**src/design/nfpa_pkg.sv**
```systemverilog
// Shared types and constants of the NAND page array.
`timescale 1ns / 1ps
package nfpa_pkg;

	// Command codes of the func field
	typedef enum logic [2:0] {
		F_PROG  = 3'd0,
		F_READ  = 3'd1,
		F_ERASE = 3'd2,
		F_INVAL = 3'd3,
		F_STAT  = 3'd4
	} func_t;

	// Result status codes, also used as the error code of a program run
	typedef enum logic [1:0] {
		ST_OK         = 2'd0,
		ST_RANGE      = 2'd1,
		ST_PROGRAMMED = 2'd2,
		ST_LENGTH     = 2'd3
	} stat_t;

	// Configuration register indexes
	localparam logic REG_BLOCKS = 1'b0;
	localparam logic REG_PAGES  = 1'b1;

	// Command queue between front and back
	localparam int QUEUE_DEPTH = 4;
	localparam int QUEUE_PW    = 2;

	localparam int ADDR_BITS = 4;
	localparam int CFG_BITS  = 5;
	localparam int WORD_BITS = 64;
	localparam int WEAR_BITS = 32;

	// Classified command as it travels through the queue
	typedef struct packed {
		func_t                  func;
		logic [ADDR_BITS-1:0]   blk;
		logic [ADDR_BITS-1:0]   pg;
		logic [WORD_BITS-1:0]   data;
		logic                   last;
		logic                   blk_ok;
		logic                   in_range;
	} cmd_t;

endpackage

```
**src/design/nfpa_queue.sv**
```systemverilog
// Short command queue between the front and back ends.
`timescale 1ns / 1ps
module nfpa_queue (
	input  logic           clk,
	input  logic           arst_n,
	input  logic           push,
	input  nfpa_pkg::cmd_t push_cmd,
	input  logic           pop,
	output logic           full,
	output logic           head_valid,
	output nfpa_pkg::cmd_t head
);
	import nfpa_pkg::*;

	cmd_t                slots_q [QUEUE_DEPTH];
	logic [QUEUE_PW-1:0] wr_ptr_q;
	logic [QUEUE_PW-1:0] rd_ptr_q;
	logic [QUEUE_PW:0]   cnt_q;

	assign full       = cnt_q == (QUEUE_PW+1)'(QUEUE_DEPTH);
	assign head_valid = cnt_q != '0;
	assign head       = slots_q[rd_ptr_q];

	// Pointers and fill count
	always_ff @(posedge clk or negedge arst_n) begin
		if (!arst_n) begin
			wr_ptr_q <= '0;
			rd_ptr_q <= '0;
			cnt_q    <= '0;
		end else begin
			if (push)
				wr_ptr_q <= wr_ptr_q + 1'b1;
			if (pop)
				rd_ptr_q <= rd_ptr_q + 1'b1;
			unique case ({push, pop})
				2'b10:   cnt_q <= cnt_q + 1'b1;
				2'b01:   cnt_q <= cnt_q - 1'b1;
				default: cnt_q <= cnt_q;
			endcase
		end
	end

	// Slot storage
	always_ff @(posedge clk) begin
		if (push)
			slots_q[wr_ptr_q] <= push_cmd;
	end

endmodule

```
**config.mk**
```make
export PLATFORM = sky130hd
export DESIGN_NAME = nfpa_queue
export DESIGN_NICKNAME = d
export VERILOG_FILES = /design/src/design/nfpa_pkg.sv /design/src/design/nfpa_queue.sv
export SDC_FILE = /design/constraint.sdc
export NUM_CORES = 1
export LEC_CHECK = 0
export BUFFER_PORTS_ARGS = -buffer_cell sky130_fd_sc_hd__buf_2
export CAP_MARGIN = 20
export CORE_MARGIN = 5
export CORE_UTILIZATION = 50
export CTS_CLUSTER_SIZE = 28
export DETAILED_ROUTE_END_ITERATION = 6
export PLACE_DENSITY = 0.71
export SLEW_MARGIN = 20
export SYNTH_ARGS = -nofsm -noshare
export SYNTH_HDL_FRONTEND = slang
export SYNTH_SLANG_ARGS = --single-unit
export TNS_END_PERCENT = 10
```
**constraint.sdc**
```tcl
create_clock -name clk -period 6.9 [get_ports clk]
set_input_delay 1.38 -clock clk [delete_from_list [all_inputs] [get_ports clk]]
set_output_delay 1.38 -clock clk [all_outputs]
set_load 0.1 [all_outputs]
```
==> results.sh, run 1 <==
export IMPL_vias=5221
export IMPL_setup_viol=0
export IMPL_timing_max_slew_rel_slack=0.420
export IMPL_drive_above_1_share=0.446
export IMPL_clock_sinks=319
export IMPL_postCtsSetupBuffers=0
export IMPL_final_period_minus_worst_setup_slack_ns=3.99
export IMPL_final_fill_count=1693
export IMPL_initial_antenna_violation_count=2
export IMPL_port_buffer_count=161
export IMPL_syn_cell_area_um2=11700
export IMPL_nets=715
export IMPL_synth_top_cell_area_share=0.798
export IMPL_synth_area_top_cells="sky130_fd_sc_hd__edfxtp_1, sky130_fd_sc_hd__mux4_2, sky130_fd_sc_hd__dfrtp_1"
export IMPL_placeable_core_region_um2=23300
export IMPL_die_height_um=163
export IMPL_run_status="finished clean"
export IMPL_routed_wire_length_per_instance_um=21.8
export IMPL_worst_pin_slew_ns=0.869
export IMPL_global_route_overflow_total=0
export IMPL_yosysSeqAreaShare=0.813
export IMPL_yosys_warnings=0
export IMPL_fin_skew_ns=0.0171
export IMPL_crit_path_start_kind="flip-flop"
export IMPL_synthesis_area_per_instance_um2=26.4
export IMPL_critPathMaxStageDelay_ns=0.68
export IMPL_critPathCaptureType="output port"
export IMPL_post_detailed_placement_half_perimeter_wirelength_um=12800
export IMPL_cts_hold_repair_buffers=0
export IMPL_drc=0
export IMPL_antenna_left=0
export IMPL_worstSetupPathType="flip-flop to output port"
export IMPL_num_io_pins=162
export IMPL_grt_pass1_wl_um=33300
export IMPL_place_congestion=0.712
export IMPL_pins_over_their_slew_limit=0
export IMPL_rows=56
export IMPL_start_util=0.503
export IMPL_maxClockFrequency_ghz=0.251
export IMPL_post_synth_inst_count=444
export IMPL_cts_resized=0
export IMPL_most_common_layout_cells="sky130_fd_sc_hd__edfxtp_1, sky130_fd_sc_hd__buf_2, sky130_fd_sc_hd__mux4_2"
export IMPL_crit_required_ns=5.52
export IMPL_crit_path_slowest_cell="sky130_fd_sc_hd__buf_4"
export IMPL_post_drt_via_cell_ratio=5.39
export IMPL_rsz0062_at_grt="false"
export IMPL_synth_largest_area_cell="sky130_fd_sc_hd__edfxtp_1"
export IMPL_critPathMaxFanout=43
export IMPL_design_die_area_um2=26600
export IMPL_die_width_um=163
export IMPL_final_hold_violation_count=0
export IMPL_vias_in_the_first_global_route=5830
export IMPL_finalCritPeriodShare=0.578
export IMPL_arrival_ns=2.61
export IMPL_finalSetupTns_ns=0
export IMPL_area_growth_syn_to_layout_pct=17.1
export IMPL_cap_viol_max_count=0
export IMPL_final_common_cell="sky130_fd_sc_hd__edfxtp_1"
export IMPL_ctsHtreeMaxLevel=1
export IMPL_synth_net_count=532
export IMPL_drt_pre_antenna_iters=5
export IMPL_worst_path_cell_trace="buf_4, mux4_2, buf_2"
export IMPL_clock_buffer_count_from_cts=31
export IMPL_tritoncts="yes"
export IMPL_grt_start_max_net_pins=45
export IMPL_clk_latency_ns=0.54
export IMPL_hold_path_class="flip-flop to flip-flop"
export IMPL_number_of_register_bits_inferred_by_synthesis=319
export IMPL_n_antenna_cell=0
export IMPL_drt_iter0_markers=337
export IMPL_path_clk_slew_ns=0.06
export IMPL_synth_cell_type_count=19
export IMPL_cts_path_max_buffers=3
export IMPL_clk_root_buffer_cell="sky130_fd_sc_hd__clkbuf_16"
export IMPL_routed_wire_length_um=21200
export IMPL_grtUsageTotal=0.162
-- Yosys cell counts --
master / instances
sky130_fd_sc_hd__and2_1: 4
sky130_fd_sc_hd__dfrtp_1: 7
sky130_fd_sc_hd__buf_2: 8
sky130_fd_sc_hd__o21ai_0: 1
sky130_fd_sc_hd__xor2_1: 4
sky130_fd_sc_hd__nand2_1: 2
sky130_fd_sc_hd__inv_1: 6
sky130_fd_sc_hd__mux4_2: 78
sky130_fd_sc_hd__mux2i_1: 1
sky130_fd_sc_hd__or3_1: 1
sky130_fd_sc_hd__buf_4: 1
sky130_fd_sc_hd__fa_1: 1
sky130_fd_sc_hd__xnor2_1: 2
sky130_fd_sc_hd__nor2_1: 1
sky130_fd_sc_hd__ha_1: 5
sky130_fd_sc_hd__buf_12: 8
sky130_fd_sc_hd__edfxtp_1: 312
sky130_fd_sc_hd__and3_1: 1
sky130_fd_sc_hd__buf_6: 1
-- registers in the layout, summed over array words and instances (netlist names) --
signal    cells
wr_ptr_q      2
cnt_q         3
rd_ptr_q      2
slots_q     312
-- final timing paths --
check                            startpoint            end  depth (start not counted)  slack (ns)
worst max-delay path            rd_ptr_q[0]       head[44]                          3        2.91
worst min-delay path               cnt_q[2]       cnt_q[2]                          1        0.50
worst max register to register  wr_ptr_q[1]  slots_q[1][9]                          4        4.64
worst min register to register     cnt_q[2]       cnt_q[2]                          1        0.50
max in group asynchronous            arst_n    rd_ptr_q[1]                          1        6.04
min in group asynchronous            arst_n    rd_ptr_q[0]                          1        0.67
-- worst max-delay path, delay by kind of cell, from the launching register on --
family | cells | cell delay (ns)
mux | 1 | 0.63
buf+inv | 2 | 0.99
flops | 1 | 0.40
-- metrics by stage --
step | cell area (um2) | hold WS [ns] | setup slack [ns] | cells | utilization
floorplan | 11700 | 0.448 | 3.26 | 444 | -
global placement | 12800 | 0.464 | 3.39 | 912 | 0.548
detailed placement | 12800 | 0.492 | 3.41 | 913 | 0.549
CTS | 13800 | 0.500 | 2.81 | 969 | 0.590
global route | 13800 | 0.521 | 2.70 | 969 | 0.590
finish | 13800 | 0.499 | 2.91 | 969 | 0.590
-- layout make-up --
class                      count  area (um2)  share of cell area
clock buffer                  47         866              0.0629
clock inverter                 9        71.3             0.00519
inverter                       6        22.5             0.00164
multi-input combinational    101        1970               0.143
sequential                   319        9550               0.694
tap                          319         399              0.0290
timing repair buffer         168         878              0.0639
-- logic make-up after synthesis --
kind of cell | share of synthesized area
flops | 0.813
buf+inv | 0.0206
xor+xnor | 0.00448
mux | 0.150
compound gates | 0.000426
fa+ha+maj | 0.00703
simple gates | 0.00416
-- per-layer routing --
metal / vias to the layer above / share of wire / global-route usage
met5: - / 0.00066 / 0
met4: 4 / 0.018 / 0.0355
met3: 32 / 0.070 / 0.0376
met2: 180 / 0.51 / 0.275
met1: 2739 / 0.40 / 0.220
li1: 2266 / - / -
Power of run 1 is not shown: default switching activity piles up to over one toggle a cycle in this logic, so the estimate is an artifact.
==> run 2, diff against run 1 <==
- ABC_AREA: unset -> 1
- PLACE_DENSITY: 0.71 -> 0.7
- clock period: 6.9 -> 4.07 ns (I/O delays scaled with it)
==> run 2 against run 1 <==
Compared with the run above:
- clock skew rose by 0.0054 ns
- register-to-register slack got worse by 2.7 ns
- non-clock buffer count rose by 11
==> results.sh, run 2 <==
export IMPL_run_status="finished clean"
export IMPL_port_buffer_count=161
export IMPL_setup_viol=0
export IMPL_cts_hold_repair_buffers=0
export IMPL_crit_required_ns=3.26
export IMPL_synthFlopType="sky130_fd_sc_hd__edfxtp_1"
export IMPL_finalCritPeriodShare=0.824
export IMPL_grtUsageTotal=0.171
export IMPL_final_design_instance_area_without_fill_um2=14900
export IMPL_final_setup_slack_of_the_worst_path_ns=0.715
export IMPL_yosys_warnings=0
export IMPL_path_clk_slew_ns=0.05
export IMPL_rsz0062_at_grt="false"
export IMPL_initial_antenna_violation_count=3
export IMPL_routed_wire_length_per_instance_um=16.6
export IMPL_synth_largest_area_cell="sky130_fd_sc_hd__edfxtp_1"
export IMPL_die_height_um=170
export IMPL_maxClockFrequency_ghz=0.298
export IMPL_synth_area_top_cells="sky130_fd_sc_hd__edfxtp_1, sky130_fd_sc_hd__o211ai_1, sky130_fd_sc_hd__nand2_1"
export IMPL_cts_path_max_buffers=3
export IMPL_place_congestion=0.710
export IMPL_pins_over_their_slew_limit=0
export IMPL_post_drt_via_cell_ratio=5.00
export IMPL_die_width_um=170
export IMPL_area_growth_syn_to_layout_pct=15.8
export IMPL_critPathCaptureType="output port"
export IMPL_multiInputGateArea_um2=2240
export IMPL_post_synth_inst_count=959
export IMPL_synth_net_count=1047
export IMPL_synth_cells_most_frequent="sky130_fd_sc_hd__edfxtp_1, sky130_fd_sc_hd__nand2_1, sky130_fd_sc_hd__inv_1, sky130_fd_sc_hd__o211ai_1, sky130_fd_sc_hd__buf_6"
export IMPL_synthesis_area_per_instance_um2=13.4
export IMPL_drt_iter0_markers=427
export IMPL_synth_cell_type_count=18
export IMPL_finalSetupTns_ns=0
export IMPL_dpl_worst_slack_ns=1.16
export IMPL_largest_register_ff_count=312
export IMPL_worstReg2RegStart="wr_ptr_q[0]"
export IMPL_synth_top_cell_area_share=0.729
export IMPL_syn_cell_area_um2=12900
export IMPL_post_detailed_placement_half_perimeter_wirelength_um=14500
export IMPL_rows=58
export IMPL_largest_registers="slots_q x312, cnt_q x3"
export IMPL_most_common_layout_cells="sky130_fd_sc_hd__edfxtp_1, sky130_fd_sc_hd__nand2_1, sky130_fd_sc_hd__inv_1"
export IMPL_yosysSeqAreaShare=0.742
export IMPL_start_util=0.509
export IMPL_clk_root_buffer_cell="sky130_fd_sc_hd__clkbuf_16"
export IMPL_vias=7367
export IMPL_drive_above_1_share=0.202
export IMPL_crit_path_start_kind="flip-flop"
export IMPL_post_dp_cell_area_um2=13900
export IMPL_clock_buffer_count_from_cts=34
export IMPL_worstSetupPathType="flip-flop to output port"
export IMPL_tritoncts="yes"
export IMPL_n_antenna_cell=0
export IMPL_hold_path_class="input port to async pin"
export IMPL_crit_start="rd_ptr_q[0]"
export IMPL_cts_resized=0
export IMPL_final_common_cell="sky130_fd_sc_hd__edfxtp_1"
export IMPL_drc=0
export IMPL_final_period_minus_worst_setup_slack_ns=3.36
export IMPL_num_io_pins=162
export IMPL_drt_pre_antenna_iters=4
export IMPL_grt_start_max_net_pins=76
export IMPL_clock_sinks=319
export IMPL_asyncSetResetFlopFracSynth=0.0219
export IMPL_synthMostInstantiatedCell="sky130_fd_sc_hd__edfxtp_1"
export IMPL_ctsHtreeMaxLevel=2
export IMPL_placeable_core_region_um2=25300
export IMPL_postCtsSetupBuffers=0
export IMPL_timing_max_slew_rel_slack=0.450
export IMPL_cap_viol_max_count=0
export IMPL_worst_pin_slew_ns=0.825
export IMPL_clk_latency_ns=0.50
export IMPL_vias_in_the_first_global_route=7577
export IMPL_rr_worst_depth=5
export IMPL_fin_skew_ns=0.0224
export IMPL_antenna_left=0
export IMPL_registers_top_by_ff_count="slots_q"
export IMPL_final_fill_count=1982
export IMPL_number_of_register_bits_inferred_by_synthesis=319
export IMPL_design_die_area_um2=29000
export IMPL_seq_area_um2=9550
export IMPL_arrival_ns=2.54
export IMPL_grt_pass1_wl_um=38800
export IMPL_routed_wire_length_um=24400
export IMPL_final_hold_violation_count=0
export IMPL_nets=1209
export IMPL_global_route_overflow_total=0
export IMPL_critPathMaxFanout=75
export IMPL_synth_enable_flop_cells=312
## run 2: cell families (layout without fill, tap and decap cells)
family                   Yosys count  after routing  synth area share
flip-flops                       319            319             0.742
AND/OR/NAND/NOR                  249            249            0.0732
buffers and inverters            223            408            0.0836
AO/OA/AOI/OAI                    158            158            0.0919
adder cells (fa/ha/maj)            6              6           0.00642
XOR/XNOR                           4              4           0.00273
## run 2: metrics by stage
| step | hold slack, ns | utilization | instances |
|---|---|---|---|
| 2_1_floorplan | 0.442 | - | 959 |
| 3_3_place_gp | 0.468 | 0.549 | 1415 |
| 3_5_place_dp | 0.478 | 0.549 | 1415 |
| 4_1_cts | 0.139 | 0.590 | 1474 |
| 5_1_grt | 0.157 | 0.590 | 1474 |
| 6_report | 0.155 | 0.590 | 1474 |
## run 2: routing by layer
layer  share of wire  global-route usage  vias up
met5          0.0013                   0        -
met4           0.023              0.0597        6
met3           0.062              0.0404       46
met2            0.50               0.302      171
met1            0.41               0.206     3488
li1                -                   -     3656
## run 2: critical path: stages, from the launching register on
cell and delay, ns:
sky130_fd_sc_hd__dfrtp_4 0.97, sky130_fd_sc_hd__buf_4 0.39, sky130_fd_sc_hd__o211ai_1 0.14, sky130_fd_sc_hd__nand2_1 0.12
sky130_fd_sc_hd__buf_2 0.43
## run 2: cell type report
type	count	share of cell area
timing repair buffer	179	0.0682
sequential	319	0.642
clock buffer	46	0.0645
inverter	170	0.0433
tap	330	0.0277
multi-input combinational	417	0.150
clock inverter	13	0.00429
## run 2: worst paths after layout
check	end	slack [ns]
max	head[65]	0.71
max reg2reg	slots_q[2][46]	1.91
min	cnt_q[2]	0.16
min in group clk	cnt_q[2]	0.49
max in group asynchronous	rd_ptr_q[1]	3.74
min reg2reg	cnt_q[2]	0.49
Power of run 2 is left out for the same reason.
