File: config.mk
export PLATFORM = sky130hd
export DESIGN_NAME = nfpa_front
export DESIGN_NICKNAME = d
export VERILOG_FILES = /design/src/design/nfpa_pkg.sv /design/src/design/nfpa_front.sv
export SDC_FILE = /design/constraint.sdc
export NUM_CORES = 1
export LEC_CHECK = 0
export BUFFER_PORTS_ARGS = -buffer_cell sky130_fd_sc_hd__buf_2
export CAP_MARGIN = 20
export CORE_AREA = 2 2 64 66
export DETAILED_ROUTE_END_ITERATION = 7
export DIE_AREA = 0 0 66 68
export PLACE_DENSITY = 0.71
export SYNTH_ARGS = -nofsm -noshare
export SYNTH_HDL_FRONTEND = slang
export SYNTH_SLANG_ARGS = --single-unit
File: constraint.sdc
create_clock -name vclk -period 3.2
set_clock_uncertainty 0.1 [all_clocks]
set_input_delay 0.16 -clock vclk [all_inputs]
set_output_delay 0.16 -clock vclk [all_outputs]
set_load 0.1 [all_outputs]
File: src/design/nfpa_pkg.sv
// Shared types and constants of the NAND page array.
`timescale 1ns / 1ps
package nfpa_pkg;

	// Command codes of the func field
	typedef enum logic [2:0] {
		F_PROG  = 3'd0,
		F_READ  = 3'd1,
		F_ERASE = 3'd2,
		F_INVAL = 3'd3,
		F_STAT  = 3'd4
	} func_t;

	// Result status codes, also used as the error code of a program run
	typedef enum logic [1:0] {
		ST_OK         = 2'd0,
		ST_RANGE      = 2'd1,
		ST_PROGRAMMED = 2'd2,
		ST_LENGTH     = 2'd3
	} stat_t;

	// Configuration register indexes
	localparam logic REG_BLOCKS = 1'b0;
	localparam logic REG_PAGES  = 1'b1;

	// Command queue between front and back
	localparam int QUEUE_DEPTH = 4;
	localparam int QUEUE_PW    = 2;

	localparam int ADDR_BITS = 4;
	localparam int CFG_BITS  = 5;
	localparam int WORD_BITS = 64;
	localparam int WEAR_BITS = 32;

	// Classified command as it travels through the queue
	typedef struct packed {
		func_t                  func;
		logic [ADDR_BITS-1:0]   blk;
		logic [ADDR_BITS-1:0]   pg;
		logic [WORD_BITS-1:0]   data;
		logic                   last;
		logic                   blk_ok;
		logic                   in_range;
	} cmd_t;

endpackage

File: src/design/nfpa_front.sv
// Front end: accepts items, drops unused codes and range-checks the address.
`timescale 1ns / 1ps
module nfpa_front #(
	parameter int MAX_BLOCKS = 16,
	parameter int MAX_PAGES  = 16
) (
	input  logic                          in_valid,
	input  logic                          q_full,
	input  logic [2:0]                    func,
	input  logic [nfpa_pkg::ADDR_BITS-1:0] block_index,
	input  logic [nfpa_pkg::ADDR_BITS-1:0] page_index,
	input  logic [nfpa_pkg::WORD_BITS-1:0] data_word,
	input  logic                          last,
	input  logic [nfpa_pkg::CFG_BITS-1:0]  blocks_in_use,
	input  logic [nfpa_pkg::CFG_BITS-1:0]  pages_in_use,
	output logic                          push,
	output nfpa_pkg::cmd_t                push_cmd
);
	import nfpa_pkg::*;

	logic known;
	logic blk_ok;
	logic pg_ok;

	// Only the five defined codes go on to the back end
	always_comb begin
		unique case (func)
			F_PROG, F_READ, F_ERASE, F_INVAL, F_STAT: known = 1'b1;
			default:                                  known = 1'b0;
		endcase
	end

	// In range: below both the register and the array size
	assign blk_ok = (CFG_BITS'(block_index) < blocks_in_use) &&
			(32'(block_index) < 32'(MAX_BLOCKS));
	assign pg_ok  = (CFG_BITS'(page_index) < pages_in_use) &&
			(32'(page_index) < 32'(MAX_PAGES));

	assign push = in_valid && !q_full && known;

	always_comb begin
		push_cmd.func     = func_t'(func);
		push_cmd.blk      = block_index;
		push_cmd.pg       = page_index;
		push_cmd.data     = data_word;
		push_cmd.last     = last;
		push_cmd.blk_ok   = blk_ok;
		push_cmd.in_range = blk_ok && pg_ok;
	end

endmodule

==> impl_metrics.csv, run 1 <==
group,metric,value,unit
power_and_ir_drop,power_per_cell_area,287,mW/mm2
detailed_routing,routed_wl,1510,um
floorplanning,die_x,66,um
place,postPlaceCellArea,449,um2
clocking,holdBufCountCts,0,
detailed_routing,antenna_left,0,
clocking,cts_setup_buffers,0,
floorplanning,core_area,0.00386,mm2
detailed_routing,dr_wl_met3,423,um
final_layout,nFillCells,450,
worst_setup_path,required,2.94,ns
timing,rsz0062_at_grt,"false",
worst_setup_path,critPathArrivalTime,1.53,ns
final_layout,multiInputGateArea,179,um2
worst_setup_path,end_kind,"output pin",
synthesis,yosysMostFrequentCell,"buf_4",
worst_setup_path,cp_max_fo,2,
global_route,antenna_found_initial,0,
status,status,"finished, final reports clean",
synthesis,ys.warnings.count,0,
detailed_routing,post_drt_wl_per_cell,13.3,um
power_and_ir_drop,leakage,0.000259,uW
global_route,overflow,0,
run,max-cap-violations,0,
timing,slew_headroom,67.7,%
final_layout,fin_nets,159,
synthesis,synth.area.top_cells,"buf_4 (74%), ha_1 (9.6%), inv_1 (2.9%), a2111oi_2 (1.9%), nand2b_4 (1.8%)",
global_route,grt_first_pass_wirelength,1810,um
place,gp_congestion,0.535,
floorplanning,row_count,23,
timing,hold_viol_final,0,
timing,tightest_slew,0.487,ns
min_path,hp-class,"in2out",
synthesis,yosysTopAreaCell,"buf_4",
synthesis,netlist.area_leader.share,74.2,%
final_layout,fin_cells,113,
synthesis,synth.top_cells.by_count,"buf_4 (77), ha_1 (6), inv_1 (6)",
clocking,post_cts_resize_count,0,
detailed_routing,wl_met1,287,um
detailed_routing,drc,0,
worst_setup_path,critPathLaunchType,"primary input",
floorplanning,die_area,0.00449,mm2
place,dp_hpwl,1400,um
timing,setup_slack,1.41,ns
place,dp.cells,113,
detailed_routing,drtPass1Iterations,2,
synthesis,synth.distinct_cells,14,
synthesis,syn_nets,197,
place,post-place-ws,1.39,ns
place,io_buffers,37,
floorplanning,start_util,20.2,%
timing,fin_crit_sh,56.0,%
min_path,min_from,"data_word[7]",
detailed_routing,drt_iter0_markers,6,
global_route,grt_start_max_net_pins,4,
synthesis,yosysSeqAreaShare,0,%
final_layout,drive_above_1_share,61.9,%
detailed_routing,route.vias.total,389,
detailed_routing,detail_route.vias_per_cell,3.44,
power_and_ir_drop,vdd_drop_max,0.0318,mV
timing,max_freq,558,MHz
synthesis,syn_avg_cell_area,7.57,um2
global_route,grt_use_total,5.42,%
min_path,whs_endpoint,"push_cmd[10]",
final_layout,area.growth.synth_to_final,-42.4,%
min_path,min_path_cells,0,
final_layout,clock_buffers,0,
timing,setup_viol,0,
synthesis,synthCells,103,
synthesis,synth.cell_area,779,um2
timing,post-route-min-period,1.79,ns
timing,report.final.slew_viol_count,0,
detailed_routing,top_layer,"met4",
final_layout,seq_cells,0,
final_layout,diodes,0,
timing,tns,0,ns
worst_setup_path,crit_type,"in2out",
final_layout,regArea,0,um2
floorplanning,io_pins,167,
final_layout,final_area,449,um2
detailed_routing,wl_met2,661,um
global_route,grt_pass1_vias,312,
floorplanning,die_h,68,um
==> layer usage <==
layer	vias to the layer above	global-route usage, %
met3	22	5.43
met1	144	2.73
met2	53	9.34
met5	-	0
li1	170	-
met4	0	5.61
==> cells in the final DEF, fill, tap and decap left out, drive strengths merged <==
master / count
and3b: 1
ha: 6
or3: 2
nor3: 2
o21ai: 1
nor2: 2
buf: 37
or2: 1
nand2b: 2
a2111oi: 2
inv: 6
o22a: 1
==> final cells by class <==
cell class	count	share of cell area (%)
multi-input combinational	20	39.8
inverter	6	5.01
timing repair buffer	37	41.2
tap	50	13.9
==> worst max path at each step <==
| stage | from | end | slack [ns] | cells after the start |
|---|---|---|---|---|
| after floorplan | blocks_in_use[1] | push_cmd[0] | 1.36 | 4 |
| after global placement | block_index[1] | push_cmd[0] | 1.45 | 5 |
| after detailed placement | page_index[1] | push_cmd[0] | 1.39 | 5 |
| after CTS | page_index[1] | push_cmd[0] | 1.38 | 5 |
| after global routing | page_index[1] | push_cmd[0] | 1.30 | 5 |
| final | page_index[1] | push_cmd[0] | 1.41 | 5 |
==> worst max-delay path, cell delays in order <==
cell and delay [ns]:
buf_2 0.10, ha_1 0.28, a2111oi_1 0.37, o22a_1 0.20
buf_2 0.42
==> cells by family after synthesis <==
family,count (synthesis),synth area share [%]
simple gates,10,8.35
fa+ha+maj,6,9.63
buf+inv,83,77.0
compound gates,4,4.97
==> through the flow <==
step	hold WS, ns	utilization (%)	power [uW]
floorplan	0.432	-	497
global placement	0.221	11.6	130
detailed placement	0.221	11.6	130
CTS	0.221	11.6	131
global route	0.220	11.6	137
finish	0.220	11.6	129
==> power by group <==
part	total, uW	switching [uW]	internal, uW
Clock	0	0	0
Sequential	0	0	0
Combinational	129	99.6	29.4
Total	129	99.6	29.4
No activity file was read; power rests on OpenSTA's default activity.
==> run 2: changes to the inputs <==
--- a/config.mk
+++ b/config.mk
@@ -5,12 +5,13 @@
 export SDC_FILE = /design/constraint.sdc
 export NUM_CORES = 1
 export LEC_CHECK = 0
+export ABC_AREA = 1
 export BUFFER_PORTS_ARGS = -buffer_cell sky130_fd_sc_hd__buf_2
 export CAP_MARGIN = 20
-export CORE_AREA = 2 2 64 66
+export CORE_AREA = 2 2 65 67
 export DETAILED_ROUTE_END_ITERATION = 7
-export DIE_AREA = 0 0 66 68
-export PLACE_DENSITY = 0.71
+export DIE_AREA = 0 0 67 69
+export PLACE_DENSITY = 0.7
 export SYNTH_ARGS = -nofsm -noshare
 export SYNTH_HDL_FRONTEND = slang
 export SYNTH_SLANG_ARGS = --single-unit
==> constraint.sdc (replaced) <==
create_clock -name vclk -period 1.87
set_clock_uncertainty 0.1 [all_clocks]
set_input_delay 0.0935 -clock vclk [all_inputs]
set_output_delay 0.0935 -clock vclk [all_outputs]
set_load 0.1 [all_outputs]
==> run 2 against run 1 <==
Total power rose by 79%; combinational power is 79% higher; global-route usage grew 1.0 points; flip-flop and latch count unchanged; synthesized cell count up 17%; first-iteration DRC count fell by 50%; utilization increased by 0.79 points; area after synthesis is 4.8% higher; critical endpoint unchanged; largest cell class unchanged.
==> impl_metrics.csv, run 2 <==
group,metric,value,unit
status,status,"finished, final reports clean",
global_route,antenna_found_initial,0,
final_layout,diodes,0,
worst_setup_path,required,1.68,ns
clocking,cts_setup_buffers,0,
timing,tns,0,ns
timing,max_freq,672,MHz
timing,report.final.slew_viol_count,0,
power_and_ir_drop,power.switching,184,uW
final_layout,fin_nets,177,
timing,tightest_slew,0.511,ns
detailed_routing,drc,0,
floorplanning,die_h,69,um
worst_setup_path,crit_type,"in2out",
final_layout,clock_buffers,0,
global_route,grt_first_pass_wirelength,2280,um
clocking,holdBufCountCts,0,
floorplanning,row_count,23,
power_and_ir_drop,power_per_cell_area,475,mW/mm2
floorplanning,start_util,20.9,%
min_path,whs_endpoint,"push_cmd[11]",
timing,fin_crit_sh,79.6,%
min_path,hp-class,"in2out",
power_and_ir_drop,swShare,79.4,%
place,dp_hpwl,1540,um
timing,setup_viol,0,
place,postPlaceCellArea,487,um2
place,gp_congestion,0.583,
place,io_buffers,37,
worst_setup_path,end_kind,"output pin",
timing,slew_headroom,66.2,%
final_layout,regArea,0,um2
timing,rsz0062_at_grt,"false",
synthesis,yosysMostFrequentCell,"buf_4",
run,max-cap-violations,0,
floorplanning,die_area,0.00462,mm2
synthesis,synthCells,121,
synthesis,netlist.area_leader.share,70.8,%
timing,post-route-min-period,1.49,ns
synthesis,syn_avg_cell_area,6.75,um2
synthesis,yosysTopAreaCell,"buf_4",
global_route,grt_start_max_net_pins,3,
global_route,overflow,0,
power_and_ir_drop,p_int,47.7,uW
power_and_ir_drop,leakage,0.000327,uW
timing,hold_viol_final,0,
detailed_routing,detail_route.vias_per_cell,3.63,
synthesis,yosysSeqAreaShare,0,%
global_route,grt_pass1_vias,476,
final_layout,layout_common_cells,"buf_2 (37), inv_1 (16), nand2_1 (13), ha_1 (6), nor2_2 (3)",
detailed_routing,route.vias.total,476,
synthesis,ys.warnings.count,0,
final_layout,area.growth.synth_to_final,-40.4,%
min_path,min_from,"data_word[8]",
final_layout,seq_cells,0,
worst_setup_path,cp_max_fo,2,
power_and_ir_drop,comb_power_share,100.0,%
synthesis,synth.cell_area,817,um2
synthesis,synth.area.top_cells,"buf_4 (71%), ha_1 (9.2%), inv_1 (7.4%), nand2_1 (6.0%), nor2_2 (2.3%)",
final_layout,drive_above_1_share,50.6,%
worst_setup_path,startpoint,"page_index[2]",
power_and_ir_drop,vdd_drop_max,0.0683,mV
floorplanning,core_area,0.00391,mm2
worst_setup_path,critPathArrivalTime,1.29,ns
detailed_routing,post_drt_wl_per_cell,12.7,um
floorplanning,io_pins,167,
detailed_routing,routed_wl,1670,um
power_and_ir_drop,p_clk_share,0,%
floorplanning,die_x,67,um
detailed_routing,antenna_left,0,
final_layout,fin_util,12.4,%
detailed_routing,drt_iter0_markers,3,
final_layout,final_common_cell,"buf_2",
synthesis,syn_nets,215,
clocking,post_cts_resize_count,0,
worst_setup_path,critPathLaunchType,"primary input",
final_layout,final_area,487,um2
detailed_routing,drtPass1Iterations,2,
global_route,grt_use_total,6.44,%
power_and_ir_drop,p_seq_share,0,%
synthesis,synth.top_cells.by_count,"buf_4 (77), inv_1 (16), nand2_1 (13), ha_1 (6), nor2_2 (3)",
min_path,min_path_cells,0,
synthesis,synth.distinct_cells,10,
[run 2: area by class of cell]
class              instances  area (um2)
fillers                  484        3430
repair buffers            37         185
multi-input cells         28         179
well taps                 50        62.6
inverters                 16        60.1
[run 2: per-stage QoR]
| step | power (uW) | hold slack [ns] | setup WS (ns) | cells |
|---|---|---|---|---|
| 2_1_floorplan | 857 | 0.299 | 0.132 | 121 |
| 3_3_place_gp | 231 | 0.0877 | 0.390 | 131 |
| 3_5_place_dp | 234 | 0.0877 | 0.366 | 131 |
| 4_1_cts | 235 | 0.0877 | 0.364 | 131 |
| 5_1_grt | 248 | 0.0872 | 0.275 | 131 |
| 6_report | 231 | 0.0870 | 0.382 | 131 |
[run 2: worst max path at each step]
stage                        to  slack, ns  cells after the start
global placement    push_cmd[0]       0.39                      8
detailed placement  push_cmd[0]       0.37                      8
floorplan                  push       0.13                      3
global route        push_cmd[0]       0.28                      8
CTS                 push_cmd[0]       0.36                      8
finish              push_cmd[0]       0.38                      8
[run 2: metal layers]
layer | vias up | global-route usage, % | share of wire (%)
met5 | - | 0 | 0
met3 | 38 | 5.06 | 24
met4 | 0 | 7.03 | 11
met2 | 63 | 9.79 | 42
li1 | 201 | - | -
met1 | 174 | 4.53 | 24
[run 2: power by group through the flow]
stage	clock network (uW)	registers (uW)	logic, uW
floorplan	0	0	857
global placement	0	0	231
detailed placement	0	0	234
CTS	0	0	235
global route	0	0	248
finish	0	0	231
[run 2: cells by family (layout without fill, tap and decap cells)]
family | after synthesis | in the layout | share of synthesized area (%)
adders and majority gates | 6 | 6 | 9.19
buffers and inverters | 93 | 53 | 78.1
and+or+nand+nor | 21 | 21 | 12.1
AOI/OAI and AO/OA | 1 | 1 | 0.612
[run 2: critical path, cell delays in order]
cell,delay (ns)
buf_2,0.10
ha_1,0.31
nand2_1,0.07
nand2_1,0.05
nand2_1,0.05
nand3_1,0.11
nor2_2,0.08
buf_2,0.43
==> run 3: changes to the inputs <==
==> constraint.sdc (replaced) <==
create_clock -name vclk -period 1.4
set_clock_uncertainty 0.1 [all_clocks]
set_input_delay 0.07 -clock vclk [all_inputs]
set_output_delay 0.07 -clock vclk [all_outputs]
set_load 0.1 [all_outputs]
==> run 3 against run 2 <==
Routed wire length decreased by 14%; utilization increased by 0.96 points; sequential share of layout area unchanged; clock-buffer cell count unchanged; final area increased by 7.7%; flip-flop and latch count unchanged; non-clock buffer count unchanged; final cell count unchanged; critical path type unchanged.
==> impl_metrics.csv, run 3 (synthesis gave the netlist of run 2 again) <==
group,metric,value,unit
status,status,"finished, final reports clean",
worst_setup_path,required,1.23,ns
timing,tightest_slew,0.528,ns
timing,rsz0062_at_grt,"false",
power_and_ir_drop,p_int,89.0,uW
power_and_ir_drop,swShare,73.8,%
place,postPlaceCellArea,524,um2
final_layout,multiInputGateArea,186,um2
timing,max_freq,801,MHz
floorplanning,start_util,20.9,%
clocking,post_cts_resize_count,0,
floorplanning,row_count,23,
place,gp_congestion,0.553,
worst_setup_path,crit_type,"in2out",
power_and_ir_drop,power_per_cell_area,648,mW/mm2
timing,tns,0,ns
timing,post-route-min-period,1.25,ns
timing,report.final.slew_viol_count,0,
global_route,antenna_found_initial,0,
power_and_ir_drop,p_seq_share,0,%
floorplanning,die_h,69,um
worst_setup_path,critPathLaunchType,"primary input",
final_layout,diodes,0,
min_path,min_from,"data_word[15]",
floorplanning,io_pins,167,
power_and_ir_drop,vdd_drop_max,0.0846,mV
final_layout,final_common_cell,"buf_2",
power_and_ir_drop,power.switching,251,uW
clocking,cts_setup_buffers,0,
final_layout,drive_above_1_share,51.9,%
worst_setup_path,end_kind,"output pin",
final_layout,seq_cells,0,
global_route,grt_first_pass_wirelength,1930,um
detailed_routing,drc,0,
detailed_routing,post_drt_wl_per_cell,11.0,um
detailed_routing,drt_iter0_markers,2,
min_path,min_path_cells,0,
timing,slew_headroom,65.0,%
min_path,whs_endpoint,"push_cmd[18]",
global_route,grt_pass1_vias,389,
power_and_ir_drop,comb_power_share,100.0,%
final_layout,fin_util,13.4,%
detailed_routing,routed_wl,1440,um
worst_setup_path,cp_max_fo,2,
final_layout,area.growth.synth_to_final,-35.8,%
global_route,grt_start_max_net_pins,3,
global_route,overflow,0,
min_path,hp-class,"in2out",
floorplanning,die_x,67,um
floorplanning,die_area,0.00462,mm2
final_layout,layout_common_cells,"buf_2 (35), inv_1 (16), nand2_1 (13), ha_1 (6), nor2_2 (3)",
clocking,holdBufCountCts,0,
timing,hold_viol_final,0,
final_layout,clock_buffers,0,
run,max-cap-violations,0,
final_layout,regArea,0,um2
place,dp_hpwl,1340,um
place,io_buffers,37,
detailed_routing,drtPass1Iterations,4,
detailed_routing,route.vias.total,467,
detailed_routing,antenna_left,0,
timing,fin_crit_sh,89.2,%
worst_setup_path,critPathArrivalTime,1.08,ns
power_and_ir_drop,p_clk_share,0,%
floorplanning,core_area,0.00391,mm2
timing,setup_viol,0,
final_layout,fin_nets,177,
final_layout,final_area,524,um2
global_route,grt_use_total,5.30,%
final_layout,nFillCells,470,
power_and_ir_drop,leakage,0.000342,uW
detailed_routing,detail_route.vias_per_cell,3.56,
run 3: cell counts in the layout (fill, tap and decap cells not counted):
Identical to the previous run, type by type.
run 3: worst max-delay path by stage:
stage,startpoint,endpoint,slack [ns],cells after the start
3_5_place_dp,block_index[2],push_cmd[0],0.12,8
6_report,block_index[2],push_cmd[0],0.15,8
5_1_grt,block_index[2],push_cmd[0],0.04,8
2_1_floorplan,blocks_in_use[2],push_cmd[0],0.11,7
4_1_cts,block_index[2],push_cmd[0],0.12,8
3_3_place_gp,block_index[2],push_cmd[0],0.12,8
run 3: cell type report:
cell class	instances	share of cell area, %
inverters	16	11.5
multi-input cells	28	35.6
well taps	50	11.9
repair buffers	37	41.1
run 3: power groups by stage:
| stage | combinational, uW | clock [uW] | sequential (uW) |
|---|---|---|---|
| floorplan | 1150 | 0 | 0 |
| global placement | 342 | 0 | 0 |
| detailed placement | 345 | 0 | 0 |
| CTS | 346 | 0 | 0 |
| global route | 362 | 0 | 0 |
| finish | 340 | 0 | 0 |
run 3: critical path, cell delays in order:
cell and delay (ns):
buf_2 0.11, ha_1 0.30, nand2_1 0.07, inv_1 0.04, nand3_1 0.08, nand3_2 0.10
nor2_4 0.14, buf_12 0.18
run 3: through the flow:
| step | power, uW | std cells | hold slack (ns) | setup WS, ns |
|---|---|---|---|---|
| after floorplan | 1150 | 121 | 0.216 | 0.106 |
| after detailed placement | 345 | 131 | 0.0407 | 0.122 |
| final | 340 | 131 | 0.0400 | 0.151 |
| after global routing | 362 | 131 | 0.0402 | 0.0361 |
| after CTS | 346 | 131 | 0.0407 | 0.121 |
| after global placement | 342 | 131 | 0.0407 | 0.124 |
run 3: layer usage:
layer | track usage (%) | vias up | share of wire (%)
li1 | - | 201 | -
met1 | 3.94 | 173 | 27
met3 | 4.08 | 26 | 25
met4 | 5.22 | 0 | 7.4
met5 | 0 | - | 0
met2 | 8.14 | 67 | 40
